## config.mk

```make
export PLATFORM = sky130hd
export DESIGN_NAME = fault_retry_lockout_supervisor
export DESIGN_NICKNAME = d
export VERILOG_FILES = /design/src/rtl/frls_pkg.sv /design/src/rtl/frls_cfg.sv /design/src/rtl/frls_state.sv /design/src/rtl/fault_retry_lockout_supervisor.sv
export SDC_FILE = /design/constraint.sdc
export NUM_CORES = 1
export LEC_CHECK = 0
export BUFFER_PORTS_ARGS = -buffer_cell sky130_fd_sc_hd__buf_2
export CAP_MARGIN = 20
export CORE_MARGIN = 2
export CORE_UTILIZATION = 25
export CTS_BUF_LIST = sky130_fd_sc_hd__clkbuf_8 sky130_fd_sc_hd__clkbuf_16
export DETAILED_ROUTE_END_ITERATION = 10
export MAX_ROUTING_LAYER = met4
export PLACE_DENSITY = 0.39
export SKIP_LAST_GASP = 1
export SLEW_MARGIN = 20
export SYNTH_ARGS = -nofsm -noshare
export SYNTH_HDL_FRONTEND = slang
export SYNTH_HIERARCHICAL = 1
export SYNTH_SLANG_ARGS = --single-unit
```

## constraint.sdc

```tcl
create_clock -name i_clk -period 6.4 [get_ports i_clk]
set_clock_uncertainty 0.15 [all_clocks]
set_input_delay 0.64 -clock i_clk [delete_from_list [all_inputs] [get_ports i_clk]]
set_output_delay 0.64 -clock i_clk [all_outputs]
set_load 0.02 [all_outputs]
```

## src/rtl/frls_pkg.sv

```systemverilog
// Package for the fault retry and lockout supervisor.
// Holds widths, the trip-code-to-fault map, register indexes and the shared structs.
// No dependencies.
`default_nettype none

package frls_pkg;

    localparam int CODE_W     = 5;
    localparam int TIMER_BITS = 18;
    localparam int CLEAR_W    = 18;
    localparam int LIMIT_W    = 2;
    localparam int N_CNT      = 8;
    localparam int FAULT_W    = 13;
    localparam int CLS_W      = 4;
    localparam int CMP_W      = (TIMER_BITS > CLEAR_W) ? TIMER_BITS : CLEAR_W;
    localparam int IN_W       = 8;
    localparam int OUT_W      = 24;
    localparam int CFG_IDX_W  = 2;

    localparam logic [CLS_W-1:0]  CLS_NONE   = 4'hF;
    localparam logic [CODE_W-1:0] LINK_CODE  = 5'd17;
    localparam int                HEAT_CNT    = 5;
    localparam int                LOWFLOW_CNT = 7;
    localparam int                ACVOLT_BIT  = 6;
    localparam int                HEAT_BIT    = 10;

    localparam logic [CLEAR_W-1:0] CLEAR_TICKS_RST    = 18'd180000;
    localparam logic [LIMIT_W-1:0] LOCKOUT_LIMIT_RST  = 2'd3;
    localparam logic [LIMIT_W-1:0] LOW_FLOW_LIMIT_RST = 2'd2;

    // Fault bit owned by each retry counter.
    localparam logic [CLS_W-1:0] CNT_BIT [N_CNT] = '{
        4'd1, 4'd2, 4'd5, 4'd7, 4'd8, 4'd10, 4'd11, 4'd12
    };
    // Fault bits that have a retry counter.
    localparam logic [FAULT_W-1:0] COUNTED_MASK = 13'b1_1101_1010_0110;

    typedef enum logic [CFG_IDX_W-1:0] {
        CFG_CLEAR_TICKS    = 2'd0,
        CFG_LOCKOUT_LIMIT  = 2'd1,
        CFG_LOW_FLOW_LIMIT = 2'd2
    } t_cfg_idx;

    typedef struct packed {
        logic [CLEAR_W-1:0] clear_ticks;
        logic [LIMIT_W-1:0] lockout_limit;
        logic [LIMIT_W-1:0] low_flow_limit;
    } t_cfg;

    typedef struct packed {
        logic               host_overheat;
        logic               power_on;
        logic               comp_on;
        logic [CODE_W-1:0]  trip_code;
    } t_item;

    typedef struct packed {
        logic               slave_overheat;
        logic               link_error;
        logic [N_CNT-1:0]   locked_mask;
        logic [FAULT_W-1:0] fault_word;
    } t_result;

    // Fault class (bit of the fault word) for each trip code.
    function automatic logic [CLS_W-1:0] code_class(input logic [CODE_W-1:0] code);
        logic [CLS_W-1:0] cls;
        case (code)
            5'd1:    cls = 4'd0;
            5'd2:    cls = 4'd1;
            5'd3:    cls = 4'd1;
            5'd4:    cls = 4'd2;
            5'd5:    cls = 4'd3;
            5'd6:    cls = 4'd4;
            5'd7:    cls = 4'd5;
            5'd8:    cls = 4'd6;
            5'd9:    cls = 4'd7;
            5'd10:   cls = 4'd7;
            5'd11:   cls = 4'd2;
            5'd12:   cls = 4'd2;
            5'd13:   cls = 4'd8;
            5'd14:   cls = 4'd8;
            5'd15:   cls = 4'd8;
            5'd16:   cls = 4'd8;
            5'd18:   cls = 4'd9;
            5'd19:   cls = 4'd10;
            5'd20:   cls = 4'd11;
            5'd22:   cls = 4'd2;
            5'd23:   cls = 4'd12;
            default: cls = CLS_NONE;
        endcase
        return cls;
    endfunction

endpackage

`default_nettype wire

```

## src/rtl/frls_cfg.sv

```systemverilog
// Configuration register file of the fault retry and lockout supervisor.
// Depends on frls_pkg.
`default_nettype none

module frls_cfg (
    input  wire logic                           i_clk,
    input  wire logic                           i_rst_n,
    input  wire logic                           i_wr_en,
    input  wire logic [frls_pkg::CFG_IDX_W-1:0] i_wr_index,
    input  wire logic [frls_pkg::CLEAR_W-1:0]   i_wr_data,
    output frls_pkg::t_cfg                      o_cfg
);
    import frls_pkg::*;

    t_cfg r_cfg;
    t_cfg n_cfg;

    always_comb begin
        n_cfg = r_cfg;
        if (i_wr_en) begin
            case (t_cfg_idx'(i_wr_index))
                CFG_CLEAR_TICKS:    n_cfg.clear_ticks    = i_wr_data;
                CFG_LOCKOUT_LIMIT:  n_cfg.lockout_limit  = i_wr_data[LIMIT_W-1:0];
                CFG_LOW_FLOW_LIMIT: n_cfg.low_flow_limit = i_wr_data[LIMIT_W-1:0];
                default:            n_cfg = r_cfg;
            endcase
        end
    end

    always_ff @(posedge i_clk) begin
        if (!i_rst_n) begin
            r_cfg.clear_ticks    <= CLEAR_TICKS_RST;
            r_cfg.lockout_limit  <= LOCKOUT_LIMIT_RST;
            r_cfg.low_flow_limit <= LOW_FLOW_LIMIT_RST;
        end else begin
            r_cfg <= n_cfg;
        end
    end

    assign o_cfg = r_cfg;

endmodule

`default_nettype wire

```

## src/rtl/frls_state.sv

```systemverilog
// Fault state of the supervisor: flag word, retry counters, forgetting timers
// and the one-tick update applied to each word. Depends on frls_pkg.
`default_nettype none

module frls_state (
    input  wire logic      i_clk,
    input  wire logic      i_rst_n,
    input  wire logic      i_en,
    input  frls_pkg::t_item i_item,
    input  frls_pkg::t_cfg  i_cfg,
    output frls_pkg::t_result o_res
);
    import frls_pkg::*;

    logic [FAULT_W-1:0]    r_fault;
    logic [LIMIT_W-1:0]    r_cnt [N_CNT];
    logic [TIMER_BITS-1:0] r_tmr [N_CNT];
    logic [CODE_W-1:0]     r_prev;
    logic                  r_link;
    logic                  r_hot;

    logic [FAULT_W-1:0]    n_fault;
    logic [LIMIT_W-1:0]    n_cnt [N_CNT];
    logic [TIMER_BITS-1:0] n_tmr [N_CNT];
    logic                  n_link;
    logic                  n_hot;
    logic [N_CNT-1:0]      w_locked;

    always_comb begin
        logic [CLS_W-1:0]      cls;
        logic [LIMIT_W-1:0]    lim;
        logic [LIMIT_W-1:0]    cnt;
        logic [TIMER_BITS-1:0] tmr;
        logic [TIMER_BITS-1:0] tmr_inc;
        logic                  trip_edge;

        cls       = code_class(i_item.trip_code);
        trip_edge = (i_item.trip_code != '0) && (r_prev == '0);
        n_fault   = r_fault;
        n_link    = r_link;
        n_hot     = r_hot;
        w_locked  = '0;

        // Timers, power off and compressor-off clears, one counter each.
        for (int c = 0; c < N_CNT; c++) begin
            lim = (c == LOWFLOW_CNT) ? i_cfg.low_flow_limit : i_cfg.lockout_limit;
            cnt = r_cnt[c];
            tmr = r_tmr[c];
            tmr_inc = (tmr != '1) ? tmr + 1'b1 : tmr;
            if (cnt != '0 && cnt < lim) begin
                if (CMP_W'(tmr_inc) > CMP_W'(i_cfg.clear_ticks)) begin
                    tmr = '0;
                    cnt = '0;
                end else begin
                    tmr = tmr_inc;
                end
            end else begin
                tmr = '0;
            end
            if (!i_item.power_on)
                cnt = '0;
            if (!i_item.comp_on && cls != CNT_BIT[c] && cnt < lim) begin
                // The heatsink counter clears the slave flag; bit 10 follows below.
                if (c == HEAT_CNT)
                    n_hot = 1'b0;
                else
                    n_fault[CNT_BIT[c]] = 1'b0;
            end
            n_cnt[c] = cnt;
            n_tmr[c] = tmr;
        end

        if (!i_item.comp_on) begin
            if (cls != CLS_W'(ACVOLT_BIT))
                n_fault[ACVOLT_BIT] = 1'b0;
            if (i_item.trip_code != LINK_CODE)
                n_link = 1'b0;
        end

        if (trip_edge) begin
            if (i_item.trip_code == LINK_CODE) begin
                n_link = 1'b1;
            end else begin
                // A counted fault only counts when its bit was clear.
                for (int c = 0; c < N_CNT; c++) begin
                    lim = (c == LOWFLOW_CNT) ? i_cfg.low_flow_limit : i_cfg.lockout_limit;
                    if (cls == CNT_BIT[c] && !n_fault[CNT_BIT[c]]) begin
                        if (c == HEAT_CNT)
                            n_hot = 1'b1;
                        else
                            n_fault[CNT_BIT[c]] = 1'b1;
                        if (n_cnt[c] < lim)
                            n_cnt[c] = n_cnt[c] + 1'b1;
                    end
                end
                for (int b = 0; b < FAULT_W; b++) begin
                    if (!COUNTED_MASK[b] && cls == CLS_W'(b))
                        n_fault[b] = 1'b1;
                end
            end
        end

        n_fault[HEAT_BIT] = n_hot | i_item.host_overheat;

        for (int c = 0; c < N_CNT; c++) begin
            lim = (c == LOWFLOW_CNT) ? i_cfg.low_flow_limit : i_cfg.lockout_limit;
            w_locked[c] = (n_cnt[c] >= lim);
        end
    end

    always_ff @(posedge i_clk) begin
        if (!i_rst_n) begin
            r_fault <= '0;
            r_prev  <= '0;
            r_link  <= 1'b0;
            r_hot   <= 1'b0;
            for (int c = 0; c < N_CNT; c++) begin
                r_cnt[c] <= '0;
                r_tmr[c] <= '0;
            end
        end else if (i_en) begin
            r_fault <= n_fault;
            r_prev  <= i_item.trip_code;
            r_link  <= n_link;
            r_hot   <= n_hot;
            for (int c = 0; c < N_CNT; c++) begin
                r_cnt[c] <= n_cnt[c];
                r_tmr[c] <= n_tmr[c];
            end
        end
    end

    assign o_res.fault_word     = n_fault;
    assign o_res.locked_mask    = w_locked;
    assign o_res.link_error     = n_link;
    assign o_res.slave_overheat = n_hot;

endmodule

`default_nettype wire

```

## src/rtl/fault_retry_lockout_supervisor.sv

```systemverilog
// Channel   Dir  Handshake                         Payload
// s_axis    in   i_s_axis_tvalid / o_s_axis_tready  i_s_axis_tdata  (8 bits, one tick)
// m_axis    out  o_m_axis_tvalid / i_m_axis_tready  o_m_axis_tdata  (24 bits, one result)
// cfg       in   i_cfg_valid / o_cfg_ready          i_cfg_index, i_cfg_data
//
// One word is accepted per cycle while the output is not stalled; its result is loaded
// into the output register from the state update that reads the input register.
// The state update is one combinational pass over all eight counters per word.
// Synchronous active-low reset clears all fault state and loads the register defaults.
// A stalled output holds the output register and the fault state; the input register
// takes one more word and then holds it.
// Top level; depends on frls_pkg, frls_cfg and frls_state.
`default_nettype none

module fault_retry_lockout_supervisor (
    input  wire logic                           i_clk,
    input  wire logic                           i_rst_n,
    input  wire logic                           i_s_axis_tvalid,
    output logic                                o_s_axis_tready,
    // [4:0] trip_code, [5] comp_on, [6] power_on, [7] host_overheat
    input  wire logic [frls_pkg::IN_W-1:0]      i_s_axis_tdata,
    output logic                                o_m_axis_tvalid,
    input  wire logic                           i_m_axis_tready,
    // [12:0] fault_word, [20:13] locked_mask, [21] link_error,
    // [22] slave_overheat, [23] zero
    output logic [frls_pkg::OUT_W-1:0]          o_m_axis_tdata,
    input  wire logic                           i_cfg_valid,
    output logic                                o_cfg_ready,
    input  wire logic [frls_pkg::CFG_IDX_W-1:0] i_cfg_index,
    input  wire logic [frls_pkg::CLEAR_W-1:0]   i_cfg_data
);
    import frls_pkg::*;

    logic              r_s1_valid;
    t_item             r_s1_item;
    logic              r_out_valid;
    logic [OUT_W-1:0]  r_out_data;

    logic              w_adv;
    t_cfg              w_cfg;
    t_result           w_res;

    assign w_adv           = !r_out_valid || i_m_axis_tready;
    assign o_s_axis_tready = !r_s1_valid || w_adv;
    assign o_cfg_ready     = 1'b1;

    frls_cfg u_cfg (
        .i_clk      (i_clk),
        .i_rst_n    (i_rst_n),
        .i_wr_en    (i_cfg_valid),
        .i_wr_index (i_cfg_index),
        .i_wr_data  (i_cfg_data),
        .o_cfg      (w_cfg)
    );

    frls_state u_state (
        .i_clk   (i_clk),
        .i_rst_n (i_rst_n),
        .i_en    (r_s1_valid && w_adv),
        .i_item  (r_s1_item),
        .i_cfg   (w_cfg),
        .o_res   (w_res)
    );

    always_ff @(posedge i_clk) begin
        if (!i_rst_n) begin
            r_s1_valid  <= 1'b0;
            r_out_valid <= 1'b0;
        end else begin
            if (o_s_axis_tready)
                r_s1_valid <= i_s_axis_tvalid;
            if (w_adv)
                r_out_valid <= r_s1_valid;
        end
    end

    always_ff @(posedge i_clk) begin
        if (o_s_axis_tready && i_s_axis_tvalid)
            r_s1_item <= t_item'(i_s_axis_tdata);
        if (w_adv && r_s1_valid)
            r_out_data <= {1'b0, w_res};
    end

    assign o_m_axis_tvalid = r_out_valid;
    assign o_m_axis_tdata  = r_out_data;

`ifndef SYNTHESIS
    // A word in the input register that moves on always lands in the output register.
    a_stage_moves: assert property (@(posedge i_clk) disable iff (!i_rst_n)
        r_s1_valid && w_adv |=> o_m_axis_tvalid)
        else $error("input word lost between pipeline stages");

    // Input is refused only when both stages are full and the output is stalled.
    a_ready_cause: assert property (@(posedge i_clk) disable iff (!i_rst_n)
        !o_s_axis_tready |-> r_s1_valid && r_out_valid && !i_m_axis_tready)
        else $error("input refused without a full stalled pipeline");

    // The heatsink fault bit is always set when the slave overheat flag is set.
    a_heat_bit: assert property (@(posedge i_clk) disable iff (!i_rst_n)
        o_m_axis_tvalid && o_m_axis_tdata[22] |-> o_m_axis_tdata[HEAT_BIT])
        else $error("slave overheat without heatsink fault bit");
`endif

endmodule

`default_nettype wire
```

==> metrics.yaml <==
run_status: "finished, final reports clean"
path_clk_slew_ns: 0.06
antenna_cells: 0
crit_arrival_ns: 5.86
critPathRequiredTime_ns: 6.54
timing.setup.tns_ns: 0
routabilityCongestion: 0.776
root_buffer: "clkbuf_16"
drt-pass1-iter-count: 5
finalSetupViolCount: 0
async_flop_share: 0
fmax_mhz: 175
syn_area_per_cell_um2: 9.83
drv_cap: 0
vias_per_cell: 5.00
synth_nets: 1941
dp_cells: 2628
cts_tree: "yes"
end_kind: "register"
grt_use_total: 0.150
min_from: "i_s_axis_tdata[4]"
floorplan.initialDensity: 0.252
syn_to_final_growth_pct: 15.5
ir_worst_vdd_mv: 0.107
fin_cells: 2690
numCtsBuffers: 34
synth_top_area_frac: 0.339
wl_um: 51000
clock_sinks: 235
io_buffer_count: 57
reg2reg_from: "u_state/r_tmr[1][20]"
register_area_um2: 6620
synth_area_leaders: "edfxtp_1, ha_1, dfxtp_1, nor2b_1, xnor2_1"
antenna_found_initial: 1
critical_path_class: "register to register"
grt_overflow: 0
syn_area_um2: 16900
grt_first_pass_wirelength_um: 78400
post-route-period-util: 0.893
holdBufCountCts: 0
finalHoldViolCount: 0
cts_resized: 0
synth_warnings: 6
rows: 95
synth-edff-count: 191
design.core.area_um2: 67000
finalMaxSlewViolations: 0
insertion_delay_ns: 0.54
cp-startpoint: "u_state/r_tmr[1][20]"
rsz0062_at_grt: "no"
min_period_ns: 5.71
cts_buffer_depth: 3
routedWlPerCell_um: 18.9
grt_max_degree: 54
synth_cell_type_count: 80
die_y_um: 264
route.vias.total: 13400
drc_errors: 0
htree_levels: 2
synth_top_flop_cell: "edfxtp_1"
dieArea_um2: 69700
first_iter_violations: 810
hpwl_um: 36000
holdCritPathClass: "primary input to register"
grt_pass1_vias: 13100
powerDensity_nw_per_um2: 234
synth_top_area_cell: "edfxtp_1"
p_leak_nw: 7.92
synth_seq_cells: 235
tightest_slew_ns: 1.01
final_common_cell: "edfxtp_1"
cts_setup_buffers: 0
synthCells: 1720
final_cell_mix: "edfxtp_1, ha_1, nor2_1"
ant_nets: 0
multi_input_area_um2: 9780
ios: 60
finalNetCount: 2012
num-fill-cells: 7134
relSlewSlack: 0.327
die_w_um: 264
drive_above_1_share: 0.0974
ys_seq_area_frac: 0.391
path_max_fanout: 9
startpoint_type: "register"
area by class of cell:
class                   count  area share
clock buffers              46      0.0549
flip-flops and latches    235       0.339
multi-input cells        1358       0.501
repair buffers             81      0.0238
inverters                  81      0.0156
well taps                 873      0.0560
clock inverters            16     0.00955
cells in the mapped netlist (all sizes together), types with 6 or more instances:
library cell / count
mux2: 17
a21o: 32
a21oi: 62
nor3: 51
or3: 6
xnor2: 76
nand3: 67
o21a: 10
nor2: 127
a31oi: 16
nor4b: 12
inv: 81
a211oi: 17
nand4bb: 8
and4: 20
ha: 188
xor2: 46
nor3b: 9
o211a: 6
and2: 37
nor4: 15
edfxtp: 191
clkbuf: 26
mux2i: 25
nand2b: 28
buf: 20
nand4: 70
a2111oi: 7
o21ai: 40
or4: 6
and3: 29
nand2: 114
dfxtp: 44
nor2b: 124
o211ai: 19
critical path, cell delays in order (launching register included):
cell      delay [ns]
edfxtp_1        0.43
nand4_1         0.18
nor4_1          0.48
nand3_1         0.42
nand2_1         0.33
nor3_1          0.09
xnor2_1         0.15
ha_1            0.29
and3_1          0.14
nand4_1         0.23
o41ai_1         0.43
a31o_2          0.17
o21ai_0         0.14
nor2_1          0.15
ha_1            0.26
inv_1           0.08
nor2_1          0.04
or4_1           0.41
mux2_4          0.29
ha_1            0.27
nand2b_1        0.14
a21o_1          0.18
final timing paths:
| kind | endpoint | slack (ns) | depth (start not counted) |
|---|---|---|---|
| max | o_m_axis_tdata[18] | 0.69 | 21 |
| min | r_s1_item[4] | 0.12 | 1 |
| max reg2reg | o_m_axis_tdata[18] | 0.69 | 21 |
| min reg2reg | u_cfg/o_cfg[6] | 0.31 | 2 |
sequential cells by signal (all words and copies together), names as in the netlist:
register	count
o_m_axis_tvalid	1
u_state/r_cnt	16
o_m_axis_tdata	23
r_s1_valid	1
u_cfg/o_cfg	22
u_state/r_prev	5
u_state/r_hot	1
r_s1_item	8
u_state/r_tmr	144
u_state/r_link	1
u_state/r_fault	13
stage by stage:
stage / cell area (µm²) / util / setup slack [ns] / hold slack (ns) / power, W
4_1_cts: 19500 / 0.291 / 0.655 / 0.0828 / 0.00465
3_3_place_gp: 18300 / 0.272 / 0.702 / 0.292 / 0.00250
5_1_grt: 19500 / 0.291 / 0.180 / 0.102 / 0.00479
2_1_floorplan: 16900 / - / 1.43 / 0.285 / 0.00229
6_report: 19500 / 0.291 / 0.688 / 0.118 / 0.00456
3_5_place_dp: 18300 / 0.272 / 0.677 / 0.298 / 0.00250
cell families after synthesis:
group | Yosys count | synth area share
AND/OR/NAND/NOR | 734 | 0.239
adder cells (fa/ha/maj) | 188 | 0.139
buffers and inverters | 127 | 0.0312
XOR/XNOR | 122 | 0.0632
flip-flops | 235 | 0.391
multiplexers | 42 | 0.0263
AO/OA/AOI/OAI | 270 | 0.109
other | 2 | 0.000444
layer usage:
metal,wire (µm),track usage
met5,0,-
met4,1110,0.0432
met3,2140,0.0188
met2,21600,0.220
met1,26200,0.214
power by group:
group          leakage [nW]  internal (W)  switching (W)  total [W]
clock                 0.621       0.00134       0.000758    0.00209
combinational          4.93      0.000241       0.000394   0.000635
sequential             2.37       0.00175      0.0000857    0.00184
(Power assumes the default switching activity.)
